`src/sv/elev_pkg.sv`:
```
`default_nettype none
// ----------------------------------------------------------------------------
// elev_pkg
// Types, codes and helpers shared by the elevator controller and its checker.
// ----------------------------------------------------------------------------
package elev_pkg;

  localparam int unsigned FLOORS = 4;
  localparam logic [3:0]  VALID_MASK = 4'((1 << FLOORS) - 1);

  localparam logic        OP_TICK  = 1'b0;
  localparam logic        OP_PRESS = 1'b1;

  // Phase codes as shown on the result channel
  localparam logic [3:0]  PH_IDLE        = 4'd0;
  localparam logic [3:0]  PH_COLLECT     = 4'd1;
  localparam logic [3:0]  PH_START_CLOSE = 4'd2;
  localparam logic [3:0]  PH_CLOSING     = 4'd3;
  localparam logic [3:0]  PH_CHOOSE      = 4'd4;
  localparam logic [3:0]  PH_TRAVEL      = 4'd5;
  localparam logic [3:0]  PH_ARRIVE      = 4'd6;
  localparam logic [3:0]  PH_OPENING     = 4'd7;
  localparam logic [3:0]  PH_DWELL       = 4'd8;

  localparam logic [1:0]  DIR_STOP = 2'd0;
  localparam logic [1:0]  DIR_LOW  = 2'd1;
  localparam logic [1:0]  DIR_HIGH = 2'd2;

  localparam logic [6:0]  DUTY_OFF   = 7'd0;
  localparam logic [6:0]  DUTY_UP    = 7'd80;
  localparam logic [6:0]  DUTY_DOWN  = 7'd60;
  localparam logic [6:0]  DUTY_CLOSE = 7'd50;
  localparam logic [6:0]  DUTY_OPEN  = 7'd60;

  localparam logic [15:0] TIMER_MAX       = 16'hFFFF;
  localparam logic [15:0] RST_SETTLE      = 16'd1000;
  localparam logic [15:0] RST_CLOSE       = 16'd4000;
  localparam logic [15:0] RST_TRAVEL      = 16'd6000;
  localparam logic [15:0] RST_OPEN        = 16'd4000;
  localparam logic [15:0] RST_DWELL       = 16'd2000;
  localparam logic [15:0] RST_LIGHT_STEP  = 16'd200;

  localparam logic [2:0]  UP_POS_FIRST   = 3'd4;
  localparam logic [2:0]  UP_POS_LAST    = 3'd7;
  localparam logic [2:0]  DOWN_POS_FIRST = 3'd7;
  localparam logic [2:0]  DOWN_POS_LAST  = 3'd4;

  typedef enum logic [2:0] {
    CFG_SETTLE     = 3'd0,
    CFG_CLOSE      = 3'd1,
    CFG_TRAVEL     = 3'd2,
    CFG_OPEN       = 3'd3,
    CFG_DWELL      = 3'd4,
    CFG_LIGHT_STEP = 3'd5
  } cfg_idx_t;

  // Waiting phases only; start-close, choose and arrive never outlast a tick
  typedef enum logic [5:0] {
    ST_IDLE    = 6'b000001,
    ST_COLLECT = 6'b000010,
    ST_CLOSING = 6'b000100,
    ST_TRAVEL  = 6'b001000,
    ST_OPENING = 6'b010000,
    ST_DWELL   = 6'b100000
  } state_t;

  typedef struct packed {
    logic up;
    logic dn;
  } dir_sel_t;

  function automatic logic [3:0] floor_bit(input logic [2:0] flr);
    return 4'b0001 << ((flr - 3'd1) & 3'd3);
  endfunction

  function automatic logic [15:0] sat_inc(input logic [15:0] v);
    return (v == TIMER_MAX) ? v : v + 16'd1;
  endfunction

  function automatic dir_sel_t choose_dir(input logic [3:0] mask, input logic [2:0] flr);
    dir_sel_t res;
    res.up = (mask > floor_bit(flr)) && (flr < 3'(FLOORS));
    res.dn = !res.up && (mask < floor_bit(flr)) && (flr > 3'd1);
    return res;
  endfunction

  // Nearest requested floor in the travel direction
  function automatic logic [2:0] target_floor(input logic [3:0] mask, input logic [2:0] flr,
                                              input logic up);
    logic [2:0] res;
    logic       found;
    res   = flr;
    found = 1'b0;
    for (int i = 0; i < FLOORS; i++) begin
      if (mask[i]) begin
        if (up && !found && (3'(i + 1) > flr)) begin
          res   = 3'(i + 1);
          found = 1'b1;
        end
        if (!up && (3'(i + 1) < flr)) begin
          res = 3'(i + 1);
        end
      end
    end
    return res;
  endfunction

endpackage
`default_nettype wire

```
`src/sv/elevator_controller_core.sv`:
```
`default_nettype none
// ----------------------------------------------------------------------------
// elevator_controller_core
// Four-floor elevator sequencer driven by millisecond ticks and button items.
// ----------------------------------------------------------------------------
// Each input item (a tick or a button press) is taken on a handshake and its
// result, the controller state after the item, appears on the output in the
// following clock. One item per clock is sustained; in_ready drops only while
// a result is held by out_ready low. The rate is set by the combinational
// next-state logic, which resolves a whole tick (including zero-length timed
// phases and multi-floor moves) in one pass. Configuration writes take effect
// on the next clock; there is no start-up sweep.
module elevator_controller_core
  import elev_pkg::*;
(
  input  wire logic        clk,
  input  wire logic        rst_n,
  input  wire logic        in_valid,
  output logic             in_ready,
  input  wire logic        in_op,
  input  wire logic [1:0]  in_button_floor,
  output logic             out_valid,
  input  wire logic        out_ready,
  output logic [2:0]       out_floor_now,
  output logic [3:0]       out_phase,
  output logic [7:0]       out_led_pattern,
  output logic [1:0]       out_direction_line,
  output logic [6:0]       out_motor_duty,
  output logic [6:0]       out_door_duty,
  input  wire logic        cfg_we,
  input  wire logic [2:0]  cfg_index,
  input  wire logic [15:0] cfg_wdata
);

  logic [15:0] settle_r, close_r, travel_r, open_r, dwell_r, step_r;

  state_t      st_r, st_nxt;
  logic [2:0]  floor_r, floor_nxt;
  logic [3:0]  mask_r, mask_nxt;
  logic [3:0]  pend_r, pend_nxt;
  logic        up_r, up_nxt;
  logic        dn_r, dn_nxt;
  logic [15:0] ptmr_r, ptmr_nxt;
  logic [15:0] ltmr_r, ltmr_nxt;
  logic [2:0]  upos_r, upos_nxt;
  logic [2:0]  dpos_r, dpos_nxt;
  logic [3:0]  nib_r, nib_nxt;
  logic [1:0]  dir_r, dir_nxt;
  logic [6:0]  motor_r, motor_nxt;
  logic [6:0]  door_r, door_nxt;
  logic        out_valid_r, out_valid_nxt;
  logic        in_fire;

  assign in_ready = !out_valid_r || out_ready;
  assign in_fire  = in_valid && in_ready;

  // Configuration registers
  always_ff @(posedge clk) begin
    if (!rst_n) begin
      settle_r <= RST_SETTLE;
      close_r  <= RST_CLOSE;
      travel_r <= RST_TRAVEL;
      open_r   <= RST_OPEN;
      dwell_r  <= RST_DWELL;
      step_r   <= RST_LIGHT_STEP;
    end else if (cfg_we) begin
      case (cfg_index)
        CFG_SETTLE:     settle_r <= cfg_wdata;
        CFG_CLOSE:      close_r  <= cfg_wdata;
        CFG_TRAVEL:     travel_r <= cfg_wdata;
        CFG_OPEN:       open_r   <= cfg_wdata;
        CFG_DWELL:      dwell_r  <= cfg_wdata;
        CFG_LIGHT_STEP: step_r   <= cfg_wdata;
        default: ;
      endcase
    end
  end

  // Next state for one item, with every zero-wait phase resolved in this pass
  always_comb begin
    logic       do_choose, do_travel, do_light, do_stop, do_dwell, do_idle;
    logic [3:0] add;
    logic [3:0] btn_bit;
    logic [2:0] f1;
    dir_sel_t   dsel;

    do_choose = 1'b0;
    do_travel = 1'b0;
    do_light  = 1'b0;
    do_stop   = 1'b0;
    do_dwell  = 1'b0;
    do_idle   = 1'b0;
    add       = 4'd0;
    btn_bit   = 4'd0;
    f1        = floor_r;
    dsel      = '0;

    st_nxt    = st_r;
    floor_nxt = floor_r;
    mask_nxt  = mask_r;
    pend_nxt  = pend_r;
    up_nxt    = up_r;
    dn_nxt    = dn_r;
    ptmr_nxt  = ptmr_r;
    ltmr_nxt  = ltmr_r;
    upos_nxt  = upos_r;
    dpos_nxt  = dpos_r;
    nib_nxt   = nib_r;
    dir_nxt   = dir_r;
    motor_nxt = motor_r;
    door_nxt  = door_r;

    if (in_fire) begin
      if (in_op == OP_PRESS) begin
        btn_bit = 4'b0001 << in_button_floor;
        if ((st_r == ST_IDLE) || (st_r == ST_COLLECT)) begin
          add = btn_bit & VALID_MASK & ~floor_bit(floor_r);
          if (add != 4'd0) begin
            mask_nxt = mask_r | add;
            ptmr_nxt = 16'd0;
            st_nxt   = ST_COLLECT;
          end
        end else begin
          pend_nxt = pend_r | btn_bit;
        end
      end else begin
        ptmr_nxt = sat_inc(ptmr_r);
        ltmr_nxt = sat_inc(ltmr_r);

        case (st_r)
          ST_IDLE: ;
          ST_COLLECT: begin
            if (ptmr_nxt > settle_r) begin
              dir_nxt  = DIR_LOW;
              door_nxt = DUTY_CLOSE;
              ptmr_nxt = 16'd0;
              st_nxt   = ST_CLOSING;
            end
          end
          ST_CLOSING: begin
            if (ptmr_nxt > close_r) begin
              dir_nxt   = DIR_STOP;
              door_nxt  = DUTY_OFF;
              do_choose = 1'b1;
            end
          end
          ST_TRAVEL: do_travel = 1'b1;
          ST_OPENING: begin
            if (ptmr_nxt >= open_r) begin
              dir_nxt  = DIR_STOP;
              door_nxt = DUTY_OFF;
              ptmr_nxt = 16'd0;
              st_nxt   = ST_DWELL;
              do_dwell = 1'b1;
            end
          end
          ST_DWELL: do_dwell = 1'b1;
          default: do_idle = 1'b1;
        endcase

        if (do_choose) begin
          dsel = choose_dir(mask_nxt, floor_nxt);
          if (dsel.up) begin
            up_nxt    = 1'b1;
            dir_nxt   = DIR_HIGH;
            motor_nxt = DUTY_UP;
          end else if (dsel.dn) begin
            dn_nxt    = 1'b1;
            dir_nxt   = DIR_LOW;
            motor_nxt = DUTY_DOWN;
          end
          ptmr_nxt  = 16'd0;
          st_nxt    = ST_TRAVEL;
          do_travel = 1'b1;
        end

        if (do_travel) begin
          if (ptmr_nxt >= travel_r) begin
            // Arrive: move one floor in the current direction
            f1 = floor_nxt;
            if (up_nxt) begin
              if (f1 < 3'(FLOORS)) f1 = f1 + 3'd1;
            end else if (dn_nxt) begin
              if (f1 > 3'd1) f1 = f1 - 3'd1;
            end
            floor_nxt = f1;
            up_nxt    = 1'b0;
            dn_nxt    = 1'b0;
            dir_nxt   = DIR_STOP;
            motor_nxt = DUTY_OFF;
            nib_nxt   = 4'd0;
            upos_nxt  = UP_POS_FIRST;
            dpos_nxt  = DOWN_POS_FIRST;
            if ((mask_nxt & floor_bit(f1)) != 4'd0) begin
              do_stop = 1'b1;
            end else begin
              // Not requested here: pick a direction again
              dsel = choose_dir(mask_nxt, f1);
              ptmr_nxt = 16'd0;
              st_nxt   = ST_TRAVEL;
              if (travel_r == 16'd0) begin
                // Zero travel time: skip straight to the next requested floor
                floor_nxt = target_floor(mask_nxt, f1, dsel.up);
                do_stop   = 1'b1;
              end else begin
                if (dsel.up) begin
                  up_nxt    = 1'b1;
                  dir_nxt   = DIR_HIGH;
                  motor_nxt = DUTY_UP;
                end else if (dsel.dn) begin
                  dn_nxt    = 1'b1;
                  dir_nxt   = DIR_LOW;
                  motor_nxt = DUTY_DOWN;
                end
                do_light = 1'b1;
              end
            end
          end else begin
            do_light = 1'b1;
          end
        end

        if (do_light && (ltmr_nxt >= step_r)) begin
          ltmr_nxt = 16'd0;
          if (up_nxt) begin
            nib_nxt  = 4'b0001 << upos_nxt[1:0];
            upos_nxt = (upos_nxt >= UP_POS_LAST) ? UP_POS_FIRST
                                                 : {1'b1, upos_nxt[1:0]} + 3'd1;
          end else if (dn_nxt) begin
            nib_nxt  = 4'b0001 << dpos_nxt[1:0];
            dpos_nxt = (dpos_nxt <= DOWN_POS_LAST) ? DOWN_POS_FIRST
                                                   : {1'b1, dpos_nxt[1:0]} - 3'd1;
          end
        end

        if (do_stop) begin
          dir_nxt  = DIR_HIGH;
          door_nxt = DUTY_OPEN;
          mask_nxt = mask_nxt & ~floor_bit(floor_nxt);
          ptmr_nxt = 16'd0;
          st_nxt   = ST_OPENING;
          if (open_r == 16'd0) begin
            dir_nxt  = DIR_STOP;
            door_nxt = DUTY_OFF;
            st_nxt   = ST_DWELL;
            do_dwell = 1'b1;
          end
        end

        if (do_dwell) begin
          if (mask_nxt != 4'd0) begin
            if (ptmr_nxt >= dwell_r) begin
              dir_nxt  = DIR_LOW;
              door_nxt = DUTY_CLOSE;
              ptmr_nxt = 16'd0;
              st_nxt   = ST_CLOSING;
            end
          end else begin
            do_idle = 1'b1;
          end
        end

        if (do_idle) begin
          // Replay presses latched while busy
          add      = pend_nxt & VALID_MASK & ~floor_bit(floor_nxt);
          pend_nxt = 4'd0;
          st_nxt   = ST_IDLE;
          if (add != 4'd0) begin
            mask_nxt = mask_nxt | add;
            ptmr_nxt = 16'd0;
            st_nxt   = ST_COLLECT;
          end
        end
      end
    end
  end

  always_comb begin
    out_valid_nxt = out_valid_r;
    if (in_fire) begin
      out_valid_nxt = 1'b1;
    end else if (out_ready) begin
      out_valid_nxt = 1'b0;
    end
  end

  always_ff @(posedge clk) begin
    if (!rst_n) begin
      st_r        <= ST_IDLE;
      floor_r     <= 3'd1;
      mask_r      <= 4'd0;
      pend_r      <= 4'd0;
      up_r        <= 1'b0;
      dn_r        <= 1'b0;
      ptmr_r      <= 16'd0;
      ltmr_r      <= 16'd0;
      upos_r      <= UP_POS_FIRST;
      dpos_r      <= DOWN_POS_FIRST;
      nib_r       <= 4'd0;
      dir_r       <= DIR_STOP;
      motor_r     <= DUTY_OFF;
      door_r      <= DUTY_OFF;
      out_valid_r <= 1'b0;
    end else begin
      st_r        <= st_nxt;
      floor_r     <= floor_nxt;
      mask_r      <= mask_nxt;
      pend_r      <= pend_nxt;
      up_r        <= up_nxt;
      dn_r        <= dn_nxt;
      ptmr_r      <= ptmr_nxt;
      ltmr_r      <= ltmr_nxt;
      upos_r      <= upos_nxt;
      dpos_r      <= dpos_nxt;
      nib_r       <= nib_nxt;
      dir_r       <= dir_nxt;
      motor_r     <= motor_nxt;
      door_r      <= door_nxt;
      out_valid_r <= out_valid_nxt;
    end
  end

  // Result is the state left by the last accepted item; it holds while stalled
  always_comb begin
    case (st_r)
      ST_IDLE:    out_phase = PH_IDLE;
      ST_COLLECT: out_phase = PH_COLLECT;
      ST_CLOSING: out_phase = PH_CLOSING;
      ST_TRAVEL:  out_phase = PH_TRAVEL;
      ST_OPENING: out_phase = PH_OPENING;
      ST_DWELL:   out_phase = PH_DWELL;
      default:    out_phase = PH_IDLE;
    endcase
  end

  assign out_valid          = out_valid_r;
  assign out_floor_now      = floor_r;
  assign out_led_pattern    = {nib_r, mask_r};
  assign out_direction_line = dir_r;
  assign out_motor_duty     = motor_r;
  assign out_door_duty      = door_r;

endmodule
`default_nettype wire

```
`config.mk`:
```
export PLATFORM = sky130hd
export DESIGN_NAME = elevator_controller_core
export DESIGN_NICKNAME = d
export VERILOG_FILES = /design/src/sv/elev_pkg.sv /design/src/sv/elevator_controller_core.sv
export SDC_FILE = /design/constraint.sdc
export NUM_CORES = 1
export LEC_CHECK = 0
export BUFFER_PORTS_ARGS = -buffer_cell sky130_fd_sc_hd__buf_2
export CAP_MARGIN = 15
export CORE_MARGIN = 2
export CORE_UTILIZATION = 55
export CTS_CLUSTER_SIZE = 25
export DETAILED_ROUTE_END_ITERATION = 16
export GPL_TIMING_DRIVEN = 0
export PLACE_DENSITY = 0.78
export SYNTH_ARGS = -nofsm -noshare
export SYNTH_HDL_FRONTEND = slang
export SYNTH_SLANG_ARGS = --single-unit
```
`constraint.sdc`:
```
create_clock -name clk -period 15.6 [get_ports clk]
set_clock_uncertainty 0.15 [all_clocks]
set_input_delay 2.34 -clock clk [delete_from_list [all_inputs] [get_ports clk]]
set_output_delay 2.34 -clock clk [all_outputs]
set_load 0.05 [all_outputs]
```
# Word level (Yosys, flattened, before mapping)
# Cells that the tools add are included.
# totals
ff_bits	174
# classes
bitwise	10
shifts	6
order_cmp	24
muxes	215
n_eq_ne	16
n_reduce_logical	46
n_addsub	8
# ops
cell	count
16-bit 2-to-1 mux	22
3-bit 2-to-1 mux	41
7-bit 2-to-1 mux	15
6-bit 2-to-1 mux	17
1-bit 2-to-1 mux	81
16-bit >= comparator	4
4-bit 2-to-1 mux	16
2-bit 2-to-1 mux	17
16-bit by 1-bit adder with 16-bit output (second input constant)	2
16-bit equality test (second input constant)	2
16-bit > comparator	2
16-bit zero test	2
16-bit case mux with 2 select lines	1
1-bit by 2-bit << shifter with 4-bit output (first input constant)	6
7-bit case mux with 3 select lines	1
4-bit case mux with 5 select lines	1
1-bit logical AND	19
4-bit AND	4
4-bit nonzero test	4
2-bit AND reduction	7
4-bit bitwise OR	3
6-bit case mux with 2 select lines	1
4-bit > comparator	2
4-bit less-than comparator	2
34 further kinds	53

# Depth between registers and ports, before layout
# depth
ltp_word	79
mapped_depth	52
ltp_nobuf	47

# Worst setup path after synthesis
# No wires, ideal clock.
# synth_path
kind	reg2reg
from	register ptmr_r[6]
to	register ptmr_r[6]
setup_time_ns	0.072
arrival_time_ns	8.781
setup_slack_ns	6.597
period_less_slack_ns	9.003
t_required_ns	15.378
path_stages_with_launch	48
path_buffers	5
path_cell_list	dfxtp_1 > and3_1 > and3_1 > and3_1 > nand2_1 > nor3_1 > or2_2 > inv_1 > and3_1 > xnor2_1 > inv_1 > ha_1 > a21oi_1 > nor3_1 > or4_4 > buf_6 > o31a_1 > a31oi_1 > (+12 left out) > nand3_1 > nor2_1 > ha_1 > a21o_1 > a21o_1 > a21oi_1 > nor2b_1 > o21ai_0 > nand2b_1 > a21o_1 > a31oi_1 > o21ai_0 > nand3_1 > a21oi_1 > a211oi_4 > buf_4 > nand4_1 > mux2i_1
# synth_between
elab_chain_cells	77
word_cells_on_any_way	142
cone_classes	add/sub: 3; order compare: 15; eq/ne: 1; shift: 2; mux: 98; bitwise: 4; reduce/logical: 19
# synth_rtl
item	line_no	rtl
start, declared	elevator_controller_core.sv:43	logic [15:0] ptmr_r, ptmr_nxt;
start signal, assigned	elevator_controller_core.sv:311	ptmr_r <= ptmr_nxt;
16-bit by 1-bit adder with 16-bit output or 16-bit equality test (tied branches)	elev_pkg.sv:77	return (v == TIMER_MAX) ? v : v + 16'd1;
16-bit 2-to-1 mux (*)	elev_pkg.sv:77	
16-bit > comparator	elevator_controller_core.sv:141	if (ptmr_nxt > close_r) begin
1-bit 2-to-1 mux	elevator_controller_core.sv:141	
1-bit 2-to-1 mux	elevator_controller_core.sv:130	case (st_r)
1-bit 2-to-1 mux	elevator_controller_core.sv:114	if (in_op == OP_PRESS) begin
1-bit 2-to-1 mux	elevator_controller_core.sv:113	if (in_fire) begin
1-bit 2-to-1 mux	elevator_controller_core.sv:161	if (do_choose) begin
(+61 left out)	--	
4-bit 2-to-1 mux	elevator_controller_core.sv:113	
4-bit nonzero test	elevator_controller_core.sv:251	if (mask_nxt != 4'd0) begin
1-bit 2-to-1 mux	elevator_controller_core.sv:251	
1-bit 2-to-1 mux	elevator_controller_core.sv:250	if (do_dwell) begin
1-bit 2-to-1 mux	elevator_controller_core.sv:114	
1-bit 2-to-1 mux	elevator_controller_core.sv:113	
16-bit 2-to-1 mux (*)	elevator_controller_core.sv:263	if (do_idle) begin
16-bit 2-to-1 mux (*)	elevator_controller_core.sv:114	
# Mark *: on every way between the ends. The rest lies on a longest branch, timed or not. The select of a mux whose other input is x is not followed.
# A chain may end at the register's enable or synchronous reset.

# Final worst setup path
# layout_path
from	register ptmr_r[6]
to	register ptmr_r[12]
# Same word-level chain as after synthesis.

==> reports/results.md <==
| Stage | Metric | Reported |
|:---|:---|:---|
| global routing | Total gr overflow | 0 |
| worst setup path | Startpoint type of the worst setup path | register |
| clock network | Clock tree buffer depth | 2 |
| yosys | Number of flops mapped to enable cells by yosys | 0 |
| yosys | Flip-flop and latch count after synthesis | 174 |
| yosys | Number of nets in the synthesized netlist | 1654 |
| detailed routing | Total Routed Length | 35.3 mm |
| detailed routing | Via-to-Cell Ratio | 6.16 |
| global routing | Pin count of the biggest net entering global routing | 17 |
| clock network | Clock slew at the register clock pins of the worst setup and hold paths | 70 ps |
| sta | TNS Setup | 0 ps |
| detailed routing | Vias after detailed routing | 11.5k |
| pwr | Internal cell power | 0.773 mW |
| clock network | Post-CTS repair timing setup buffer count | 0 |
| clock network | Depth of the CTS H-tree | 4 |
| worst setup path | Path type of the worst setup path | register to register |
| worst setup path | Crit path capture type | register |
| sta | Total count of hold-check failures in the final report | 0 |
| layout | Antenna diode instance count | 0 |
| pwr | Comb pwr share | 13.7% |
| global routing | Total global routing track utilization | 32.3% |
| placement | Hpwl dp | 26.5 mm |
| layout | Layout overhead on the synthesized area | 10.9% |
| layout | Net count reported at finish | 1728 |
| floorplanning | Die X-Extent | 148 um |
| global routing | Met1 Resource Use GR | 43.2% |
| yosys | Commonest cells in the netlist | sky130_fd_sc_hd__nand2_1, sky130_fd_sc_hd__dfxtp_1, sky130_fd_sc_hd__inv_1 |
| yosys | Number of cells produced by synthesis | 1504 |
| sta | Number of failing setup endpoints in the final timing report | 0 |
| placement | Weighted congestion reported at the end of routability-driven placement | 0.941 |
| floorplanning | Full die area | 22000 um2 |
| sta | Final max-slew violation count | 0 |
| yosys | Sequential share of the synthesized area | 30.4% |
| layout | Fraction of layout cells with a size suffix above 1 | 8.61% |
| layout | Multi-input combinational cell area | 7130 um2 |
| pwr | Switching power as a share of total power | 28.1% |
| pwr | Max rail drop VDD | 0.0720 mV |
| detailed routing | Number of search-and-repair iterations in the first detailed-routing pass | 5 |
| worst setup path | Worst EP required | 15810 ps |
| placement | Count of input and output buffers | 55 |
| yosys | Distinct cell type count of the synthesized netlist | 86 |
| sta | Final worst-path cycle share | 78.1% |
| clock network | Number of clock sinks | 174 |
| yosys | Cell with the most instances after synthesis | sky130_fd_sc_hd__nand2_1 |
| sta | Relative slew margins | 19.4% |
| sta | Tightest Pin Transition | 1200 ps |
| global routing | GR met2 Demand/Resource | 51.0% |
| global routing | Global routing usage on met3 | 6.01% |
| global routing | Global route hottest layer | met2 |
| sta | Max Clock Freq | 82.1 MHz |
| yosys | Yosys top cell by area | sky130_fd_sc_hd__dfxtp_1 |
| clock network | Number of buffers inserted for hold repair after clock tree synthesis | 0 |
| worst setup path | WP buf/inv | 6 |
| yosys | Netlist area before placement | 11500 um2 |
| pwr | Leakage dissipation | 5.50 nW |
| global routing | Wire length of the first global-routing pass | 56.2 mm |
| floorplanning | Placeable core area | 20400 um2 |
| worst setup path | Largest stage delay on the critical path | 920 ps |
| floorplanning | Standard-cell row count | 52 |
| layout | Count of fill cells added during filler insertion | 1819 |
| detailed routing | Number of DRC violations after detailed routing | 0 |
| detailed routing | Wire per inst | 19.0 um |
| pwr | Relative contribution of sequential cells to total power | 43.1% |
| detailed routing | DRC violation total after the first TritonRoute iteration | 1276 |
| layout | Fin util | 62.4% |
| yosys | Cell types with the largest area share after synthesis | sky130_fd_sc_hd__dfxtp_1, sky130_fd_sc_hd__ha_1, sky130_fd_sc_hd__nand2_1 |
| yosys | Primary flip-flop cell chosen by synthesis mapping | sky130_fd_sc_hd__dfxtp_1 |
| pwr | Share of power burned in the clock network | 43.2% |
| clock network | TritonCTS buffer count | 17 |
| detailed routing | Routed Antenna Nets | 0 |
| sta | Min cycle time layout | 12180 ps |
| min path | Hold Crit Class | register to register |
| clock network | Root buffer selected by CTS | sky130_fd_sc_hd__clkbuf_16 |
| clock network | Clock latency reported for the late side of the worst-skew pair | 440 ps |
| floorplanning | Vertical die dimension | 148 um |
| yosys | Async SR Flop Fraction | 0% |
| floorplanning | Number of placed I/O pins | 60 |
| clock network | CTS tree | yes |
| worst setup path | Slowest CP cell | sky130_fd_sc_hd__nor4_1 |
| floorplanning | Initial Util | 56.3% |
| pwr | Power density over the cells | 84.6 nW/um2 |
| run | Count of maximum capacitance violations | 0 |
| run status | Outcome | finished clean |
| yosys | Mean post-synth cell area | 7.62 um2 |
| sta | RSZ-0062 raised after global routing | no |
| worst setup path | Kind of cell adding the most delay to the critical path | simple AND/OR/NAND/NOR gates |
| pwr | Reported net switching power | 0.302 mW |
| clock network | Number of gates resized after CTS | 0 |
| worst setup path | Critical Path AT | 12390 ps |
| global routing | Antenna violations before repair | 0 |
| yosys | Share of the synthesized area in the top cell type | 30.4% |
| worst setup path | Maximum fanout encountered on the critical timing path | 10 |
| pwr | Total power | 1.08 mW |
| global routing | Via count of the first global-routing pass | 10.7k |
| layout | Total area of sequential cells | 3480 um2 |
| yosys | Synth warnings | 0 |
placed cells by master (no fill, tap or decap), drive strengths merged, types with 5 or more instances in the layout:
cell / netlist / routed
nand2: 246 / 246
dfxtp: 174 / 174
inv: 147 / 151
a21oi: 139 / 139
ha: 123 / 123
nor2: 115 / 115
clkbuf: 63 / 81
buf: 10 / 65
o21ai: 57 / 57
nand3: 49 / 49
o211ai: 40 / 40
a21o: 25 / 25
nand4: 25 / 25
a31oi: 21 / 21
and3: 18 / 18
xnor2: 18 / 18
and2: 18 / 18
nor3: 18 / 18
a32oi: 16 / 16
nor2b: 14 / 14
nand2b: 14 / 14
nor4: 14 / 14
a211oi: 12 / 12
o21a: 11 / 11
or2: 11 / 11
a22oi: 8 / 8
or3: 7 / 7
xor2: 6 / 6
o2111ai: 6 / 6
nand3b: 5 / 5
a211o: 5 / 5
o31ai: 5 / 5
a2111oi: 5 / 5
state kept, by name, indices dropped and copies added (netlist names), 4 cells and up:
signal and count:
close_r 16, dwell_r 16, ltmr_r 16, open_r 16
ptmr_r 16, settle_r 16, step_r 16, travel_r 16
out_door_duty 7, out_motor_duty 7, st_r 6, mask_r 4
nib_r 4, pend_r 4
logic make-up (layout without fill, tap and decap cells):
family          after synthesis  in the layout  share of synthesized area, %
compound gates              388            388                          23.0
fa+ha+maj                   123            123                          13.4
mux                           8              8                         0.841
buf+inv                     220            307                          7.41
flops                       174            174                          30.4
simple gates                567            567                          23.0
xor+xnor                     24             24                          1.83
worst register-to-register path, delay by kind of cell (launching register included):
family	cells	cell delay [ps]
AO/OA/AOI/OAI	17	3740
XOR/XNOR	1	400
adder cells (fa/ha/maj)	3	850
buffers and inverters	6	1610
flip-flops	1	410
AND/OR/NAND/NOR	20	4970
stage by stage:
| step | hold WS (ps) | instances | worst slack, ps | instance area (um2) |
|---|---|---|---|---|
| after floorplan | 283 | 1504 | 6600 | 11500 |
| after global placement | 265 | 1829 | 4180 | 12100 |
| after detailed placement | 269 | 1829 | 4010 | 12100 |
| after CTS | 279 | 1861 | 3900 | 12700 |
| after global routing | 304 | 1861 | 2860 | 12700 |
| final | 279 | 1861 | 3420 | 12700 |
final timing paths:
check        cells past startpoint                 to  slack, ps         startpoint
max reg2reg                     47         ptmr_r[12]       3420          ptmr_r[6]
min                              2  out_motor_duty[0]        280  out_motor_duty[0]
max                             47         ptmr_r[12]       3420          ptmr_r[6]
min reg2reg                      2  out_motor_duty[0]        280  out_motor_duty[0]
layer usage:
| layer | part of all wire (%) | wire, um |
|---|---|---|
| met5 | 0 | 0 |
| met4 | 4.1 | 1450 |
| met3 | 8.9 | 3130 |
| met2 | 45 | 15800 |
| met1 | 42 | 14900 |
power by group through the flow:
stage / registers, mW / logic (mW) / clock network [mW]
2_1_floorplan: 0.474 / 0.0942 / 0
3_3_place_gp: 0.472 / 0.137 / 0
3_5_place_dp: 0.473 / 0.141 / 0
4_1_cts: 0.463 / 0.143 / 0.465
5_1_grt: 0.464 / 0.160 / 0.484
6_report: 0.463 / 0.147 / 0.465
cell type report:
cell class | instances | area share [%]
multi-input cells | 1110 | 56.1
plain buffers | 73 | 2.34
flip-flops and latches | 174 | 27.4
well taps | 270 | 2.66
repair buffers | 55 | 2.17
clock buffers | 18 | 3.38
inverters | 147 | 4.34
clock inverters | 14 | 1.62
Note: power is estimated with default switching activity, not from simulation.
